## config.mk

```make
export PLATFORM = sky130hd
export DESIGN_NAME = dedup_fifo_write_arbiter
export DESIGN_NICKNAME = d
export VERILOG_FILES = /design/src/hw/rtl/dfwa_pkg.sv /design/src/hw/rtl/dfwa_cell.sv /design/src/hw/rtl/dedup_fifo_write_arbiter.sv
export SDC_FILE = /design/constraint.sdc
export NUM_CORES = 1
export LEC_CHECK = 0
export BUFFER_PORTS_ARGS = -buffer_cell sky130_fd_sc_hd__buf_4
export CAP_MARGIN = 10
export CELL_PAD_IN_SITES_DETAIL_PLACEMENT = 0
export CELL_PAD_IN_SITES_GLOBAL_PLACEMENT = 1
export CORE_AREA = 2 2 96 98
export CTS_CLUSTER_DIAMETER = 200
export CTS_CLUSTER_SIZE = 8
export DETAILED_ROUTE_END_ITERATION = 16
export DIE_AREA = 0 0 98 100
export PLACE_DENSITY_LB_ADDON = 0.25
export REMOVE_ABC_BUFFERS = 1
export SYNTH_ARGS = -nofsm -noshare
export SYNTH_HDL_FRONTEND = slang
export SYNTH_SLANG_ARGS = --single-unit
```

## constraint.sdc

```tcl
create_clock -name clock -period 2.62 [get_ports clock]
set_input_delay 0.393 -clock clock [delete_from_list [all_inputs] [get_ports clock]]
set_output_delay 0.393 -clock clock [all_outputs]
set_load 0.03 [all_outputs]
```

## src/hw/rtl/dfwa_pkg.sv

```systemverilog
// Shared constants, types and helpers for the deduplicating write arbiter.
`timescale 1ns / 1ps

package dfwa_pkg;

   localparam int NUM_WRITERS = 8;
   localparam int ID_W        = 3;
   localparam int OP_W        = 2;

   typedef enum logic [OP_W-1:0] {
      OP_REQUEST = 2'd0,
      OP_QUERY   = 2'd1,
      OP_RELEASE = 2'd2
   } dfwa_op_type;

   // One queue slot as seen by its neighbours.
   typedef struct packed {
      logic            valid;
      logic [ID_W-1:0] id;
   } dfwa_slot_type;

   // Broadcast command to every cell.
   typedef struct packed {
      logic            push;
      logic            pop;
      logic [ID_W-1:0] id;
   } dfwa_cmd_type;

   function automatic logic [NUM_WRITERS-1:0] dfwa_onehot(input logic [ID_W-1:0] w);
      logic [NUM_WRITERS-1:0] r;
      for (int k = 0; k < NUM_WRITERS; k++) begin
         r[k] = (32'(w) == k);
      end
      return r;
   endfunction

endpackage

```

## src/hw/rtl/dfwa_cell.sv

```systemverilog
// One slot of the shifting order queue: fills from the tail, shifts towards the head on pop.
`timescale 1ns / 1ps

module dfwa_cell
   import dfwa_pkg::*;
(
   input  logic          clock,
   input  logic          reset,
   input  dfwa_cmd_type  cmd,
   input  logic          prev_valid,
   input  dfwa_slot_type next_slot,
   output dfwa_slot_type slot
);

   logic            valid_ff, valid_in;
   logic [ID_W-1:0] id_ff, id_in;

   always_comb begin
      valid_in = valid_ff;
      id_in    = id_ff;
      if (cmd.pop) begin
         valid_in = next_slot.valid;
         id_in    = next_slot.id;
      end else if (cmd.push && !valid_ff && prev_valid) begin
         valid_in = 1'b1;
         id_in    = cmd.id;
      end
   end

   always_ff @(posedge clock) begin
      if (reset) begin
         valid_ff <= 1'b0;
      end else begin
         valid_ff <= valid_in;
      end
      id_ff <= id_in;
   end

   assign slot.valid = valid_ff;
   assign slot.id    = id_ff;

endmodule

```

## src/hw/rtl/dedup_fifo_write_arbiter.sv

```systemverilog
// Top level of the deduplicating FIFO write arbiter.
`timescale 1ns / 1ps

// Every request is accepted whenever start is high (busy stays low) and its
// result appears on the rsp_ ports, marked by rsp_valid, in the next cycle,
// for that cycle only. The queue is a row of cells with the head in cell 0;
// outside bypass mode a grant compares the head cell, a release shifts the row
// by one, and a presence bitmap suppresses duplicates.

module dedup_fifo_write_arbiter
   import dfwa_pkg::*;
(
   input  logic            clock,
   input  logic            reset,
   input  logic            start,
   output logic            busy,
   input  logic [OP_W-1:0] req_type,
   input  logic [ID_W-1:0] req_writer_id,
   output logic            rsp_valid,
   output logic            rsp_granted,
   output logic            rsp_present,
   output logic            rsp_error,
   input  logic            csr_we,
   input  logic            csr_bypass_mode
);

   dfwa_slot_type          slots [NUM_WRITERS+1];
   dfwa_cmd_type           cmd;
   logic                   bypass_ff;
   logic [NUM_WRITERS-1:0] presence_ff, presence_in;
   logic [NUM_WRITERS-1:0] id_hot;
   logic                   id_ok, hit, empty, accept;
   logic                   valid_ff, granted_ff, present_ff, error_ff;
   logic                   granted_in, present_in, error_in;

   assign busy   = 1'b0;
   assign accept = start && !busy;
   assign id_hot = dfwa_onehot(req_writer_id);
   assign id_ok  = (32'(req_writer_id) < NUM_WRITERS);
   assign hit    = |(presence_ff & id_hot);
   assign empty  = !slots[0].valid;

   // slots[NUM_WRITERS] is the empty neighbour past the tail
   assign slots[NUM_WRITERS].valid = 1'b0;
   assign slots[NUM_WRITERS].id    = '0;

   genvar g;
   generate
      for (g = 0; g < NUM_WRITERS; g++) begin : g_cell
         logic prev_valid;
         if (g == 0) begin : g_head
            assign prev_valid = 1'b1;
         end else begin : g_body
            assign prev_valid = slots[g-1].valid;
         end
         dfwa_cell u_cell (
            .clock      (clock),
            .reset      (reset),
            .cmd        (cmd),
            .prev_valid (prev_valid),
            .next_slot  (slots[g+1]),
            .slot       (slots[g])
         );
      end
   endgenerate

   always_comb begin
      cmd.push    = 1'b0;
      cmd.pop     = 1'b0;
      cmd.id      = req_writer_id;
      presence_in = presence_ff;
      granted_in  = 1'b0;
      present_in  = 1'b0;
      error_in    = 1'b0;
      if (accept) begin
         unique case (req_type)
            OP_REQUEST: begin
               if (bypass_ff) begin
                  granted_in = 1'b1;
               end else if (id_ok) begin
                  if (!hit) begin
                     cmd.push    = 1'b1;
                     presence_in = presence_ff | id_hot;
                  end
                  granted_in = empty ? !hit : (slots[0].id == req_writer_id);
               end
            end
            OP_QUERY: begin
               present_in = !bypass_ff && id_ok && hit;
            end
            OP_RELEASE: begin
               if (!bypass_ff) begin
                  if (empty) begin
                     error_in = 1'b1;
                  end else begin
                     cmd.pop     = 1'b1;
                     presence_in = presence_ff & ~dfwa_onehot(slots[0].id);
                  end
               end
            end
            default: begin
            end
         endcase
      end
   end

   always_ff @(posedge clock) begin
      if (reset) begin
         bypass_ff   <= 1'b0;
         presence_ff <= '0;
         valid_ff    <= 1'b0;
      end else begin
         if (csr_we) begin
            bypass_ff <= csr_bypass_mode;
         end
         presence_ff <= presence_in;
         valid_ff    <= accept;
      end
      granted_ff <= granted_in;
      present_ff <= present_in;
      error_ff   <= error_in;
   end

   assign rsp_valid   = valid_ff;
   assign rsp_granted = granted_ff;
   assign rsp_present = present_ff;
   assign rsp_error   = error_ff;

endmodule
```

# Word level (Yosys, flattened, before mapping)
# Cells that the tools add are included.
dict set report word_totals {
  inputBits 10
  out_inout_bits 5
  regBits 45
  word_cells 135
}
dict set report op_classes {
  n_reduce_logical 43
  bitwise_logic 6
  mux 43
  eq_ne 21
}
# operator n
set op_table {}
lappend op_table {{3-bit 2-to-1 mux} 14}
lappend op_table {{8-bit 2-to-1 mux} 4}
lappend op_table {{3-bit == test, second input constant} 8}
lappend op_table {{1-bit 2-to-1 mux} 23}
lappend op_table {{8-bit AND} 2}
lappend op_table {{1-bit logical AND} 16}
lappend op_table {{8-bit case mux with 2 select lines} 1}
lappend op_table {{2-bit nonzero test} 8}
lappend op_table {{3-bit by 2-bit == test with 1-bit output, second input constant} 4}
lappend op_table {{1-bit zero test} 10}
lappend op_table {{8-bit NOT} 1}
lappend op_table {{8-bit bitwise OR} 1}
lappend op_table {{8-bit OR reduction} 1}
lappend op_table {{3-bit by 1-bit == test with 1-bit output, second input constant} 2}
lappend op_table {{3-bit zero test} 2}
lappend op_table {{2-bit inequality test, second input constant} 3}
lappend op_table {{6-bit AND reduction} 1}
lappend op_table {{2-bit AND reduction} 2}
lappend op_table {{3-bit == test} 1}
lappend op_table {{3-bit OR reduction} 1}
lappend op_table {{2-bit by 1-bit == test with 1-bit output, second input constant} 1}
lappend op_table {{2-bit == test, second input constant} 1}
lappend op_table {{2-bit zero test} 1}
lappend op_table {{2-bit 2-to-1 mux} 1}
lappend op_table {{other kinds (3)} 4}

# Logic depth before layout (Yosys ltp)
dict set report depth {
  ltp_word 11
  depth_mapped 7
  depth_no_buf 5
}

# By module
# Synthesis repeated with hierarchy kept, for this count alone.
dict set report hier_totals {
  cells_unflattened 172
  hier_area_um2 2192.1
}
# mod cells_each n_inst seq_area_each_um2 area_per_inst_um2
set modules_own_cells {}
lappend modules_own_cells {dfwa_cell 13 8 110.1 187.7}
lappend modules_own_cells {dedup_fifo_write_arbiter 68 1 260.2 690.7}

# Least setup slack after synthesis
# OpenSTA, ideal clock, no wires.
dict set report synth_timing {
  path_type {input -> register}
  from {input port req_writer_id[0]}
  to {register g_cell[1].u_cell.id_ff[0], enable pin}
  n_path_buf 0
  setup_ns 0.344
  stages 5
  arrival_ns 1.622
  setup_slack_ns 0.654
  required_ns 2.276
  path_cell_list {mux2_4 -> a2bb2oi_2 -> a21oi_1 -> nand2_1 -> o21ai_0}
}
dict set report synth_via {
  elab_chain_cells 10
  elab_cells_between_ends 17
  cone_classes {eq/ne (7); mux (4); bitwise (1); reduce/logical (5)}
}
# item line_no
set synth_rtl {}
lappend synth_rtl {{start, declared} dedup_fifo_write_arbiter.sv:18} ;# input logic [ID_W-1:0] req_writer_id,
lappend synth_rtl {{3-bit by 1-bit == test with 1-bit output (tied with other cells)} dfwa_pkg.sv:32} ;# r[k] = (32'(w) == k);
lappend synth_rtl {{8-bit AND (*)} dedup_fifo_write_arbiter.sv:40} ;# assign hit = |(presence_ff & id_hot);
lappend synth_rtl {{8-bit OR reduction (*)} dedup_fifo_write_arbiter.sv:40}
lappend synth_rtl {{1-bit 2-to-1 mux (*)} dedup_fifo_write_arbiter.sv:81} ;# if (!hit) begin
lappend synth_rtl {{1-bit 2-to-1 mux (*)} dedup_fifo_write_arbiter.sv:78} ;# if (bypass_ff) begin
lappend synth_rtl {{1-bit 2-to-1 mux (*)} dedup_fifo_write_arbiter.sv:76} ;# unique case (req_type)
lappend synth_rtl {{2-bit 2-to-1 mux (*)} dedup_fifo_write_arbiter.sv:75} ;# if (accept) begin
lappend synth_rtl {{1-bit logical AND (*) (2 in a row)} dfwa_cell.sv:24} ;# end else if (cmd.push && !valid_ff && prev_valid) begin
lappend synth_rtl {{2-bit nonzero test (no line) (*)} --}
lappend synth_rtl {{end signal, assigned} dfwa_cell.sv:36} ;# id_ff <= id_in;
lappend synth_rtl {{end, declared} dfwa_cell.sv:16} ;# logic [ID_W-1:0] id_ff, id_in;
# Mark *: on every way between the ends. The rest lies on a longest branch, timed or not.
# A chain may end at the register's enable or synchronous reset.

# Worst setup path after layout
dict set report layout_timing {
  from {register presence_ff[6]}
  to {register g_cell[1].u_cell.id_ff[1], enable pin}
}
dict set report layout_via {
  elab_chain_cells 9
}
# item line_no
set layout_rtl {}
lappend layout_rtl {{start, declared} dedup_fifo_write_arbiter.sv:30} ;# logic [NUM_WRITERS-1:0] presence_ff, presence_in;
lappend layout_rtl {{start signal, assigned} dedup_fifo_write_arbiter.sv:116} ;# presence_ff <= presence_in;
lappend layout_rtl {{8-bit AND} dedup_fifo_write_arbiter.sv:40}
lappend layout_rtl {{8-bit OR reduction} dedup_fifo_write_arbiter.sv:40}
lappend layout_rtl {{1-bit 2-to-1 mux} dedup_fifo_write_arbiter.sv:81}
lappend layout_rtl {{1-bit 2-to-1 mux} dedup_fifo_write_arbiter.sv:78}
lappend layout_rtl {{1-bit 2-to-1 mux} dedup_fifo_write_arbiter.sv:76}
lappend layout_rtl {{2-bit 2-to-1 mux} dedup_fifo_write_arbiter.sv:75}
lappend layout_rtl {{1-bit logical AND (2 in a row)} dfwa_cell.sv:24}
lappend layout_rtl {{2-bit nonzero test (no line)} --}
# No other way between the ends.

==> flow_metrics.py <==
metrics = {
    "finish": {
        "fin_util_pct": 27.6,
        "antennaDiodeCount": 0,
        "nets": 234,
        "final_cell_mix": "24 x a21o_1, 24 x dfxtp_1, 23 x nor2_1",
        "area_growth_syn_to_layout_pct": 14.7,
        "drive_gt1_share_pct": 13.3,
        "fin_cells": 336,
    },
    "detailed_routing": {
        "drc": 0,
        "viasPerCell": 4.71,
        "vias": 1584,
        "drt-pass1-iter-count": 4,
        "drtIter0Drc": 114,
        "ant_nets": 0,
        "wl_per_cell_um": 15.1,
        "routed_wl_um": 5060,
    },
    "worst_setup_path": {
        "end_kind": "flop",
        "crit_arrival_ns": 1.87,
        "critPathLaunch": "presence_ff[6]",
        "rr_startpoint": "presence_ff[6]",
        "reg2reg_slack_ns": 0.70,
        "crit_required_ns": 2.57,
        "cp-endpoint": "g_cell[1].u_cell.id_ff[1]",
        "worstSetupPathType": "reg -> reg",
        "r2r-end": "g_cell[1].u_cell.id_ff[1]",
        "cpPeakStageDelay_ns": 0.37,
        "slowest_stage": "o21ai_0",
        "crit_fanout": 8,
        "worstPathCellList": "mux2_4 -> a2bb2oi_2 -> a21oi_1 -> buf_4 -> nand2_1 -> o21ai_0",
        "r2r_cells": 6,
        "crit_path_start_kind": "flop",
    },
    "floorplan": {
        "die-area_mm2": 0.00980,
        "pin_count": 15,
        "core_mm2": 0.00889,
        "die_w_um": 98,
        "num_rows": 35,
        "initial_core_util_pct": 24.0,
        "die_y_um": 100,
    },
    "cts": {
        "cts_sinks": 45,
        "hold_buffers": 0,
        "cts_tree": "done",
        "numCtsBuffers": 5,
        "clkSlewWorstSetupHoldPaths_ns": 0.09,
        "clk_path_buf_depth": 2,
        "cts_max_level": 2,
        "root_buffer": "clkbuf_8",
        "insertion_delay_ns": 0.30,
        "cts_setup_buffers": 0,
        "cts_resized": 0,
    },
    "synth": {
        "netlist_instances": 215,
        "yosys.cell_types.count": 36,
        "avgSynthCellArea_um2": 9.93,
        "synth.top_cell.area_share_pct": 29.5,
        "ys_warn_count": 0,
        "synth_seq_cells": 45,
        "syn_area_mm2": 0.00214,
        "ys_seq_area_share_pct": 52.0,
        "yosys.area.top_type": "edfxtp_1",
        "synthTopCellsByArea": "edfxtp_1 30%, dfxtp_1 22%, a21o_1 8.4%",
    },
    "grt": {
        "grt_pass1_vias": 1645,
        "overflow": 0,
        "grt_max_degree": 32,
        "antenna_found_initial": 0,
        "grt.total_usage_pct": 11.0,
        "grt_pass1_wl_um": 8630,
    },
    "sta": {
        "max_clock_freq_ghz": 0.520,
        "finalCriticalPeriod_ns": 1.92,
        "post-route-period-util_pct": 73.4,
        "hold_violations": 0,
        "setup_violations": 0,
        "fin_worst_skew_ns": 0.0110,
        "drv_slew": 0,
        "tns_ns": 0,
        "layout_setup_ws_ns": 0.697,
        "rsz0062_at_grt": "false",
    },
    "place": {
        "place.gp.congestion": 0.730,
        "io_buffers": 13,
        "dp.cells": 328,
        "post-place-ws_ns": 0.380,
        "hpwlAfterDp_um": 3360,
    },
    "run_status": {
        "outcome": "completed",
    },
    "min_path": {
        "hp-class": "in -> reg",
    },
    "power_and_ir_drop": {
        "p_per_area_mw_per_mm2": 577,
        "ir_drop_uv": 255,
        "p_leak_uw": 0.000969,
    },
    "job": {
        "drv_cap": 0,
    },
}
[final cells by class]
cell class | count | area, µm²
clock buffers | 5 | 68.8
clock inverters | 3 | 46.3
fillers | 932 | 6440
multi-input cells | 153 | 942
flip-flops and latches | 45 | 1110
well taps | 111 | 139
repair buffers | 19 | 143
[worst max-delay path, delay by kind of cell, from the launching register on]
kind                   cells  cell delay, ns
AND/OR/NAND/NOR            1            0.08
AO/OA/AOI/OAI              3            0.69
multiplexers               1            0.28
flip-flops                 1            0.34
buffers and inverters      1            0.19
[power breakdown]
part,switching (µW),total (µW),internal (µW)
registers,8.03,753,745
clock network,252,538,286
logic,73.5,124,50.0
[kinds of logic (layout without fill, tap and decap cells)]
kind of cell	Yosys count	after routing	share of synthesized area, %
and+or+nand+nor	72	72	17.2
xor gates and xnor gates	3	3	1.23
muxes	8	8	3.98
DFF	45	45	52.0
AOI/OAI and AO/OA	69	69	21.5
buffers and inverters	17	27	3.87
other	1	1	0.176
[worst min path at each step]
stage                               from                        end  cells past startpoint  slack (ns)
2_1_floorplan             presence_ff[4]             presence_ff[4]                      2        0.46
3_3_place_gp   g_cell[7].u_cell.id_ff[0]  g_cell[7].u_cell.id_ff[0]                      2        0.48
3_5_place_dp   g_cell[7].u_cell.id_ff[1]  g_cell[7].u_cell.id_ff[1]                      2        0.49
4_1_cts                            start                  rsp_valid                      2        0.32
5_1_grt                            start                  rsp_valid                      2        0.32
6_report                           start                  rsp_valid                      2        0.33
[sequential cells by signal (all words and copies together), names as in the netlist]
name / count
rsp_granted: 1
rsp_valid: 1
rsp_error: 1
g_cell.u_cell.id_ff: 24
presence_ff: 8
g_cell.u_cell.valid_ff: 8
rsp_present: 1
bypass_ff: 1
[metrics by stage]
stage,hold WS [ns],area (µm²),total power (µW)
after floorplan,0.459,2050,836
after global placement,0.481,2330,896
after detailed placement,0.487,2330,894
after CTS,0.323,2450,1440
after global routing,0.322,2450,1480
final,0.333,2450,1410
[metal layers]
metal  track usage (%)  wire (µm)  vias to the layer above
li1                  -          -                      794
met1              14.9       2420                      760
met2              18.1       2440                       25
met3              2.09        161                        5
met4              2.99         36                        0
met5                 0          0                        -
[cell usage after synthesis, drive strengths merged]
cell type,number
o2111ai,1
a2bb2oi,1
nand3,2
buf,9
or4,2
dfxtp,24
and2,4
a22oi,1
nand4b,1
nand4,5
nor3,3
a211oi,7
edfxtp,21
nor2,23
nor2b,8
o21ai,17
o31ai,1
a21oi,11
and4b,1
xnor2,3
nand2b,4
a21o,24
mux2,1
conb,1
a31o,1
a41o,1
or3,6
mux2i,7
o211a,1
nand2,11
and3,2
clkbuf,8
a31oi,3
No activity file was read; power rests on OpenSTA's default activity.
